===== config.mk =====
export PLATFORM = sky130hd
export DESIGN_NAME = rgb_to_hsv_converter
export DESIGN_NICKNAME = d
export VERILOG_FILES = /design/src/rgbhsv_pkg.sv /design/src/rgbhsv_front.sv /design/src/rgbhsv_cell.sv /design/src/rgb_to_hsv_converter.sv
export SDC_FILE = /design/constraint.sdc
export NUM_CORES = 2
export LEC_CHECK = 0
export BUFFER_PORTS_ARGS = -buffer_cell sky130_fd_sc_hd__buf_2
export CORE_MARGIN = 2
export CORE_UTILIZATION = 40
export CTS_CLUSTER_SIZE = 25
export DETAILED_ROUTE_END_ITERATION = 8
export GPL_TIMING_DRIVEN = 0
export HOLD_SLACK_MARGIN = 0.02
export PLACE_DENSITY = 0.59
export SLEW_MARGIN = 20
export SYNTH_ARGS = -nofsm -noshare
export SYNTH_HDL_FRONTEND = slang
export SYNTH_SLANG_ARGS = --single-unit

===== constraint.sdc =====
create_clock -name clk -period 85 [get_ports clk]
set_input_delay 17 -clock clk [delete_from_list [all_inputs] [get_ports clk]]
set_output_delay 17 -clock clk [all_outputs]
set_load 0.005 [all_outputs]

===== src/rgbhsv_pkg.sv =====
// shared widths, defaults and types of the rgb to hsv converter
`default_nettype none

package rgbhsv_pkg;

	// field widths
	localparam int RGB_W = 8;
	localparam int HUE_W = 15;
	localparam int SAT_W = 16;

	// divider cells work on a doubled 8-bit divisor
	localparam int DIV_W = RGB_W + 1;

	// default fraction bits of hue and saturation
	localparam int HUE_FRAC_BITS_DEF = 6;
	localparam int SAT_FRAC_BITS_DEF = 15;

	// one full turn in degrees
	localparam int HUE_TURN = 360;

	// divisors handed down the cell row
	typedef struct packed {
		logic [DIV_W-1:0] hdiv;
		logic [DIV_W-1:0] sdiv;
	} rgbhsv_div_t;

	// per-pixel data that rides along the row untouched
	typedef struct packed {
		logic             hue_zero;
		logic             sat_zero;
		logic [RGB_W-1:0] value;
	} rgbhsv_side_t;

endpackage

`default_nettype wire


===== src/rgbhsv_front.sv =====
// front end: max, min, sector, and the dividend and divisor loads for the cell row
`default_nettype none

module rgbhsv_front import rgbhsv_pkg::*; #(
	parameter int HUE_FRAC_BITS = HUE_FRAC_BITS_DEF,
	parameter int SAT_FRAC_BITS = SAT_FRAC_BITS_DEF,
	localparam int HQW = HUE_FRAC_BITS + 9,
	localparam int SQW = SAT_FRAC_BITS + 1
) (
	input  wire logic               clk,
	input  wire logic               arst_n,
	input  wire logic               en,
	input  wire logic               valid_i,
	input  wire logic [RGB_W-1:0]   red,
	input  wire logic [RGB_W-1:0]   green,
	input  wire logic [RGB_W-1:0]   blue,
	output logic                    valid_o,
	output logic [DIV_W-1:0]        hrem_o,
	output logic [HQW-1:0]          hq_o,
	output logic [DIV_W-1:0]        srem_o,
	output logic [SQW-1:0]          sq_o,
	output rgbhsv_div_t             div_o,
	output rgbhsv_side_t            side_o
);

	// hue numerator is below 360 * 255, 17 bits
	localparam int NUM_W = 17;
	localparam int HNW   = NUM_W + HUE_FRAC_BITS + 2;
	localparam int SNW   = SAT_FRAC_BITS + 9;

	localparam logic [NUM_W-1:0] BASE_GREEN = NUM_W'(120);
	localparam logic [NUM_W-1:0] BASE_BLUE  = NUM_W'(240);
	localparam logic [NUM_W-1:0] BASE_WRAP  = NUM_W'(HUE_TURN);

	typedef enum logic [1:0] {
		SEC_RED_POS,
		SEC_RED_NEG,
		SEC_GREEN,
		SEC_BLUE
	} sector_t;

	// stage 1 comb
	logic                    red_max;
	logic                    grn_max;
	logic [RGB_W-1:0]        mx;
	logic [RGB_W-1:0]        mn;
	sector_t                 sec;
	logic signed [RGB_W:0]   diff;

	// stage 1 registers
	logic                    valid_s1;
	logic [RGB_W-1:0]        mx_s1;
	logic [RGB_W-1:0]        delta_s1;
	sector_t                 sec_s1;
	logic signed [RGB_W:0]   diff_s1;

	// stage 2 comb
	logic [NUM_W-1:0]        base_prod;
	logic signed [NUM_W+1:0] n_wide;
	logic [NUM_W-1:0]        hnum_base;
	logic [HNW-1:0]          hnum;
	logic [SNW-1:0]          snum;

	always_comb begin
		red_max = (red >= green) && (red >= blue);
		grn_max = !red_max && (green >= blue);
		mx = red;
		if (green > mx) mx = green;
		if (blue > mx) mx = blue;
		mn = red;
		if (green < mn) mn = green;
		if (blue < mn) mn = blue;
		if (red_max) begin
			sec  = (green >= blue) ? SEC_RED_POS : SEC_RED_NEG;
			diff = signed'({1'b0, green}) - signed'({1'b0, blue});
		end else if (grn_max) begin
			sec  = SEC_GREEN;
			diff = signed'({1'b0, blue}) - signed'({1'b0, red});
		end else begin
			sec  = SEC_BLUE;
			diff = signed'({1'b0, red}) - signed'({1'b0, green});
		end
	end

	always_ff @(posedge clk or negedge arst_n) begin
		if (!arst_n) begin
			valid_s1 <= 1'b0;
			valid_o  <= 1'b0;
		end else if (en) begin
			valid_s1 <= valid_i;
			valid_o  <= valid_s1;
		end
	end

	always_ff @(posedge clk) begin
		if (en) begin
			mx_s1    <= mx;
			delta_s1 <= mx - mn;
			sec_s1   <= sec;
			diff_s1  <= diff;
		end
	end

	// base * delta + 60 * signed difference, never negative
	always_comb begin
		case (sec_s1)
			SEC_RED_POS: base_prod = '0;
			SEC_RED_NEG: base_prod = NUM_W'(BASE_WRAP * NUM_W'(delta_s1));
			SEC_GREEN:   base_prod = NUM_W'(BASE_GREEN * NUM_W'(delta_s1));
			SEC_BLUE:    base_prod = NUM_W'(BASE_BLUE * NUM_W'(delta_s1));
			default:     base_prod = '0;
		endcase
		n_wide    = signed'({2'b00, base_prod}) + (NUM_W+2)'(diff_s1) * (NUM_W+2)'(60);
		hnum_base = n_wide[NUM_W-1:0];
		// rounded half up: (2 * n * 2^h + delta) / (2 * delta)
		hnum = (HNW'(hnum_base) << (HUE_FRAC_BITS + 1)) + HNW'(delta_s1);
		// (2 * delta * 2^s + max) / (2 * max)
		snum = (SNW'(delta_s1) << (SAT_FRAC_BITS + 1)) + SNW'(mx_s1);
	end

	always_ff @(posedge clk) begin
		if (en) begin
			hrem_o          <= hnum[HQW +: DIV_W];
			hq_o            <= hnum[HQW-1:0];
			srem_o          <= {1'b0, snum[SNW-1:SQW]};
			sq_o            <= snum[SQW-1:0];
			div_o.hdiv      <= {delta_s1, 1'b0};
			div_o.sdiv      <= {mx_s1, 1'b0};
			side_o.hue_zero <= (delta_s1 == '0);
			side_o.sat_zero <= (mx_s1 == '0);
			side_o.value    <= mx_s1;
		end
	end

endmodule

`default_nettype wire


===== src/rgbhsv_cell.sv =====
// one divider cell: a restoring step for hue and saturation, one bit each until done
`default_nettype none

module rgbhsv_cell import rgbhsv_pkg::*; #(
	parameter int HQW  = HUE_FRAC_BITS_DEF + 9,
	parameter int SQW  = SAT_FRAC_BITS_DEF + 1,
	parameter int STEP = 0
) (
	input  wire logic              clk,
	input  wire logic              arst_n,
	input  wire logic              en,
	input  wire logic              valid_i,
	input  wire logic [DIV_W-1:0]  hrem_i,
	input  wire logic [HQW-1:0]    hq_i,
	input  wire logic [DIV_W-1:0]  srem_i,
	input  wire logic [SQW-1:0]    sq_i,
	input  wire rgbhsv_div_t       div_i,
	input  wire rgbhsv_side_t      side_i,
	output logic                   valid_o,
	output logic [DIV_W-1:0]       hrem_o,
	output logic [HQW-1:0]         hq_o,
	output logic [DIV_W-1:0]       srem_o,
	output logic [SQW-1:0]         sq_o,
	output rgbhsv_div_t            div_o,
	output rgbhsv_side_t           side_o
);

	logic [DIV_W:0]   ht;
	logic [DIV_W:0]   st;
	logic             hge;
	logic             sge;
	logic [DIV_W-1:0] hrem_n;
	logic [HQW-1:0]   hq_n;
	logic [DIV_W-1:0] srem_n;
	logic [SQW-1:0]   sq_n;

	always_comb begin
		ht  = {hrem_i, hq_i[HQW-1]};
		st  = {srem_i, sq_i[SQW-1]};
		hge = ht >= {1'b0, div_i.hdiv};
		sge = st >= {1'b0, div_i.sdiv};
		// the shorter quotient is done early and just rides along
		if (STEP < HQW) begin
			hrem_n = hge ? DIV_W'(ht - {1'b0, div_i.hdiv}) : ht[DIV_W-1:0];
			hq_n   = {hq_i[HQW-2:0], hge};
		end else begin
			hrem_n = hrem_i;
			hq_n   = hq_i;
		end
		if (STEP < SQW) begin
			srem_n = sge ? DIV_W'(st - {1'b0, div_i.sdiv}) : st[DIV_W-1:0];
			sq_n   = {sq_i[SQW-2:0], sge};
		end else begin
			srem_n = srem_i;
			sq_n   = sq_i;
		end
	end

	always_ff @(posedge clk or negedge arst_n) begin
		if (!arst_n) begin
			valid_o <= 1'b0;
		end else if (en) begin
			valid_o <= valid_i;
		end
	end

	always_ff @(posedge clk) begin
		if (en) begin
			hrem_o <= hrem_n;
			hq_o   <= hq_n;
			srem_o <= srem_n;
			sq_o   <= sq_n;
			div_o  <= div_i;
			side_o <= side_i;
		end
	end

endmodule

`default_nettype wire


===== src/rgb_to_hsv_converter.sv =====
// top level: rgb pixel in, hexcone hsv out, front end plus a row of divider cells
`default_nettype none

// channel   signals                              direction
// pix       pix_valid, pix_stall, red/green/blue  in  (pix_stall driven here)
// hsv       hsv_valid, hsv_stall, hue/sat/value   out (hsv_stall driven by sink)
//
// one pixel per cycle sustained while pix_stall is low; the row of divider
// cells each retire one quotient bit of hue and of saturation until the
// shorter quotient is complete, after which only the longer one advances.
// reset clears only valid bits; no pixel state is kept.
// a stalled output parks one more result in a skid register, then pix_stall rises.

module rgb_to_hsv_converter import rgbhsv_pkg::*; #(
	parameter int HUE_FRAC_BITS = HUE_FRAC_BITS_DEF,
	parameter int SAT_FRAC_BITS = SAT_FRAC_BITS_DEF
) (
	input  wire logic             clk,
	input  wire logic             arst_n,
	input  wire logic             pix_valid,
	output logic                  pix_stall,
	input  wire logic [RGB_W-1:0] red,
	input  wire logic [RGB_W-1:0] green,
	input  wire logic [RGB_W-1:0] blue,
	output logic                  hsv_valid,
	input  wire logic             hsv_stall,
	output logic [HUE_W-1:0]      hue,
	output logic [SAT_W-1:0]      saturation,
	output logic [RGB_W-1:0]      value
);

	// quotient widths: hue stays below 512 * 2^h, saturation reaches 2^s
	localparam int HQW   = HUE_FRAC_BITS + 9;
	localparam int SQW   = SAT_FRAC_BITS + 1;
	localparam int CELLS = (HQW > SQW) ? HQW : SQW;

	localparam logic [HQW-1:0] HUE_FULL = HQW'(HUE_TURN) << HUE_FRAC_BITS;

	// cell row taps, index 0 is the front end output
	logic               valid_c [0:CELLS];
	logic [DIV_W-1:0]   hrem_c  [0:CELLS];
	logic [HQW-1:0]     hq_c    [0:CELLS];
	logic [DIV_W-1:0]   srem_c  [0:CELLS];
	logic [SQW-1:0]     sq_c    [0:CELLS];
	rgbhsv_div_t        div_c   [0:CELLS];
	rgbhsv_side_t       side_c  [0:CELLS];

	// whole row moves together while the skid register is empty
	logic               pipe_en;

	// output and skid registers
	logic               out_valid_q;
	logic [HQW-1:0]     hue_out_q;
	logic [SQW-1:0]     sat_out_q;
	logic [RGB_W-1:0]   val_out_q;
	logic               skid_valid_q;
	logic [HQW-1:0]     hue_skid_q;
	logic [SQW-1:0]     sat_skid_q;
	logic [RGB_W-1:0]   val_skid_q;

	// finished result leaving the last cell
	logic [HQW-1:0]     hue_n;
	logic [SQW-1:0]     sat_n;
	logic               take;
	logic               arrive;
	logic               load_out;

	assign pipe_en   = !skid_valid_q;
	assign pix_stall = skid_valid_q;

	rgbhsv_front #(
		.HUE_FRAC_BITS (HUE_FRAC_BITS),
		.SAT_FRAC_BITS (SAT_FRAC_BITS)
	) u_front (
		.clk     (clk),
		.arst_n  (arst_n),
		.en      (pipe_en),
		.valid_i (pix_valid),
		.red     (red),
		.green   (green),
		.blue    (blue),
		.valid_o (valid_c[0]),
		.hrem_o  (hrem_c[0]),
		.hq_o    (hq_c[0]),
		.srem_o  (srem_c[0]),
		.sq_o    (sq_c[0]),
		.div_o   (div_c[0]),
		.side_o  (side_c[0])
	);

	// one cell per bit of the longer quotient, each hands its partial remainder to the next
	for (genvar i = 0; i < CELLS; i++) begin : g_cell
		rgbhsv_cell #(
			.HQW  (HQW),
			.SQW  (SQW),
			.STEP (i)
		) u_cell (
			.clk     (clk),
			.arst_n  (arst_n),
			.en      (pipe_en),
			.valid_i (valid_c[i]),
			.hrem_i  (hrem_c[i]),
			.hq_i    (hq_c[i]),
			.srem_i  (srem_c[i]),
			.sq_i    (sq_c[i]),
			.div_i   (div_c[i]),
			.side_i  (side_c[i]),
			.valid_o (valid_c[i+1]),
			.hrem_o  (hrem_c[i+1]),
			.hq_o    (hq_c[i+1]),
			.srem_o  (srem_c[i+1]),
			.sq_o    (sq_c[i+1]),
			.div_o   (div_c[i+1]),
			.side_o  (side_c[i+1])
		);
	end

	// gray pixel forces hue to zero, black forces saturation to zero,
	// and a hue that rounds up to a full turn wraps to zero
	always_comb begin
		if (side_c[CELLS].hue_zero) begin
			hue_n = '0;
		end else if (hq_c[CELLS] >= HUE_FULL) begin
			hue_n = hq_c[CELLS] - HUE_FULL;
		end else begin
			hue_n = hq_c[CELLS];
		end
		sat_n = side_c[CELLS].sat_zero ? '0 : sq_c[CELLS];
	end

	assign take     = out_valid_q && !hsv_stall;
	assign arrive   = pipe_en && valid_c[CELLS];
	assign load_out = !out_valid_q || take;

	always_ff @(posedge clk or negedge arst_n) begin
		if (!arst_n) begin
			out_valid_q  <= 1'b0;
			skid_valid_q <= 1'b0;
		end else if (load_out) begin
			if (skid_valid_q) begin
				out_valid_q  <= 1'b1;
				skid_valid_q <= 1'b0;
			end else begin
				out_valid_q <= arrive;
			end
		end else if (arrive) begin
			// output held by the sink, park this transfer
			skid_valid_q <= 1'b1;
		end
	end

	always_ff @(posedge clk) begin
		if (load_out) begin
			if (skid_valid_q) begin
				hue_out_q <= hue_skid_q;
				sat_out_q <= sat_skid_q;
				val_out_q <= val_skid_q;
			end else begin
				hue_out_q <= hue_n;
				sat_out_q <= sat_n;
				val_out_q <= side_c[CELLS].value;
			end
		end else if (arrive) begin
			hue_skid_q <= hue_n;
			sat_skid_q <= sat_n;
			val_skid_q <= side_c[CELLS].value;
		end
	end

	assign hsv_valid  = out_valid_q;
	assign hue        = HUE_W'(hue_out_q);
	assign saturation = SAT_W'(sat_out_q);
	assign value      = val_out_q;

	// skid register only fills behind a held output register
	a_skid_behind_out: assert property (@(posedge clk) disable iff (!arst_n)
		skid_valid_q |-> out_valid_q)
		else $error("skid register full while output register empty");

	// black pixel gives zero hue and zero saturation
	a_black_pixel: assert property (@(posedge clk) disable iff (!arst_n)
		(hsv_valid && (value == '0)) |-> ((hue == '0) && (saturation == '0)))
		else $error("black pixel with nonzero hue or saturation");

	// hue always wrapped below a full turn
	a_hue_wrapped: assert property (@(posedge clk) disable iff (!arst_n)
		hsv_valid |-> (hue_out_q < HUE_FULL))
		else $error("hue not wrapped below a full turn");

endmodule

`default_nettype wire

==> impl_metrics.csv <==
group,metric,value,unit
run_status,status,"complete, no violations",
critical_path,path_max_fanout,10,
global_routing,grt_max_degree,36,
critical_path,crit_required,85480,ps
synthesis,synth_flop_cell,"edfxtp_1",
clock_network,cts_resized,0,
routing,via_per_inst,4.878,
synthesis,synthTopCellsByArea,"edfxtp_1 59%, ha_1 9.8%, inv_1 3.4%",
critical_path,startpoint,"green[7]",
placed_design,dp_hpwl,59730,µm
worst_hold_path,min_to,"g_cell[7].u_cell.hq_o[5]",
worst_hold_path,min_from,"g_cell[6].u_cell.hq_o[4]",
critical_path,r2r-start,"u_front.delta_s1[0]",
critical_path,crit_chain,"buf_2 > inv_1 > ha_1 > a21oi_1 > o211ai_1 > nor2_1 > buf_1 > mux2i_1 > ha_1 > a21o_1 > a21oi_1 > a21boi_1 > o21ai_1 > clkbuf_1 > a21oi_1 > ha_1 > o21ai_0 > a21boi_1 > o21ai_0 > nand2b_1 > a21o_1 > a21oi_1 > xor2_1",
clock_network,clk-insertion-delay-late,690,ps
critical_path,critPathLaunchType,"input pin",
synthesis,async_flop_share,2.096,%
critical_path,slowest_stage,"o21ai_1",
routing,drc,0,
cells_and_area,filler_cell_count,10528,
global_routing,grt_remaining_overflow,0,
placed_design,portBuffers,68,
floorplanning,die_width,348.6,µm
timing,drv_slew,0,
global_routing,grt_pass1_vias,27138,
routing,drtIter0Drc,1368,
timing,tns,0,ps
synthesis,yosysWarnings,0,
critical_path,cpMostUsedCell,"a21oi_1",
synthesis,synth_top_cells_by_count,"934 x edfxtp_1, 434 x inv_1, 371 x ha_1, 240 x a21oi_1, 234 x nor2_1",
timing,timing.hold.ws,384.1,ps
floorplanning,start_util,40.28,%
routing,firstDrtPassIters,5,
routing,drt-total-wl,80560,µm
timing,finClkSkew,46.73,ps
cells_and_area,nNetsFinal,4264,
worst_hold_path,min_delay_path_depth,0,
synthesis,ys_ff_latch,954,
clock_network,path_clk_slew,60,ps
floorplanning,die_h,348.6,µm
critical_path,path_class,"input pin to flop",
critical_path,critical-path-max-stage-delay,650,ps
floorplanning,dieArea,121500,µm²
routing,wl_per_cell,14.87,µm
timing,max_freq,0.04488,GHz
job,drv_cap,0,
timing,slew_headroom,45.42,%
synthesis,yosysTopAreaCell,"edfxtp_1",
timing,final_hold_viol_count,0,
clock_network,holdBufCountCts,0,
synthesis,yosysUniqueCellTypes,67,
synthesis,syn-instance-count,3589,
timing,rsz0062_at_grt,"false",
routing,vias,26436,
cells_and_area,antenna_cells,0,
synthesis,avgSynthCellArea,13.24,µm²
synthesis,synth_top_cell_area_share,59.05,%
timing,min_period,22280,ps
clock_network,cts_buffers,103,
critical_path,critPathCaptureType,"flop",
global_routing,antenna_found_initial,0,
clock_network,cts_tree,"yes",
worst_hold_path,hp-class,"flop to flop",
clock_network,clk_path_buf_depth,3,
critical_path,ff2ff_path_depth,20,
placed_design,place.gp.congestion,0.8641,
placed_design,place_inst,5226,
cells_and_area,stdcell_count,5419,
critical_path,worstPathArrival,22760,ps
cells_and_area,drive_gt1_share,9.941,%
clock_network,cts.sinks,954,
synthesis,synth-seq-area-share,60.10,%
critical_path,r2r-end,"u_front.hrem_o[8]",
timing,finalSetupViolCount,0,
global_routing,grt_pass1_wl,133100,µm
timing,min_period_over_period,26.21,%
clock_network,cts_root_buf,"clkbuf_16",
floorplanning,io_pins,69,
synthesis,synth_edf_count,934,
global_routing,gr-usage-all-layers,13.38,%
floorplanning,row_count,126,
clock_network,cts_setup_buffers,0,
floorplanning,core-area,117900,µm²
cells_and_area,syn_to_final_growth,13.49,%
clock_network,htree_levels,3,
routing,antenna_left,0,
synthesis,netlist_area,47500,µm²
synthesis,syn_nets,4058,
critical_path,r2r_slack,79660,ps
synthesis,yosysMostFrequentCell,"edfxtp_1",
timing,tightest_slew,813.2,ps
[placed cells by master, fill, tap and decap left out, types with 54 or more instances in the layout]
master / synthesis / routed
edfxtp_1: 934 / 934
inv_1: 434 / 434
ha_1: 371 / 371
a21oi_1: 240 / 240
nor2_1: 234 / 234
xnor2_1: 139 / 139
nor2b_1: 135 / 135
a21o_1: 110 / 110
mux2_2: 106 / 106
clkbuf_16: 0 / 103
nand2_1: 98 / 97
o21ai_0: 86 / 86
nand2b_1: 77 / 77
buf_2: 1 / 70
fa_1: 70 / 70
xor2_1: 57 / 57
nand4_1: 54 / 54
[worst max-delay path by stage]
stage	cells past startpoint	endpoint	slack, ps
global route	23	u_front.delta_s1[7]	62380
finish	23	u_front.delta_s1[7]	62720
CTS	23	u_front.delta_s1[7]	62820
global placement	3	hue[6]	47700
detailed placement	23	u_front.delta_s1[7]	62100
floorplan	3	hue[0]	57960
[metal layers]
metal,vias up,track usage (%),routed length [µm]
li1,13366,-,-
met1,12588,15.10,33520
met2,315,25.20,42120
met3,167,2.180,2265
met4,0,4.856,2659
met5,-,0,0
[critical path, delay by kind of cell]
kind / cells / cell delay [ps]
compound gates: 12 / 2580
buf+inv: 4 / 1190
fa+ha+maj: 3 / 1030
simple gates: 2 / 350
mux: 1 / 300
xor+xnor: 1 / 290
[registers in the layout, indices dropped and copies added (netlist names), 9 cells and up]
signal and flops:
g_cell.u_cell.srem_o 125, g_cell.u_cell.hrem_o 125, g_cell.u_cell.div_o 136, g_cell.u_cell.side_o 56, saturation 16, sat_skid_q 16
hue_skid_q 15, g_cell.u_cell.valid_o 16, u_front.hrem_o 9, g_cell.u_cell.hq_o 185, g_cell.u_cell.sq_o 169, u_front.diff_s1 9
hue 15
[cell type report]
cell class              instances  area, µm²  area share [%]
clock inverters                76      874.6           1.622
inverters                     437       1640           3.043
clock buffers                 117       2630           4.879
well taps                    1536       1922           3.565
flip-flops and latches        954      28550           52.95
repair buffers                101      973.4           1.806
plain buffers                  42      160.2          0.2971
multi-input cells            2156      17160           31.83
[stage by stage]
stage	instance area (µm²)	setup WS, ps	util (%)
after global placement	49760	47700	42.20
after detailed placement	50400	62100	42.74
after global routing	53910	62380	45.72
after CTS	53910	62820	45.72
final	53910	62720	45.72
after floorplan	47500	57960	-
[cell families after synthesis]
family	Yosys count	share of synthesized area, %
flops	954	60.10
xor+xnor	196	3.614
fa+ha+maj	441	12.72
mux	181	4.196
compound gates	615	7.926
buf+inv	479	3.788
simple gates	723	7.655
Power is left out: the tool's default activity adds up to more than one toggle a clock period on the data nets, which glitch-free logic cannot reach.
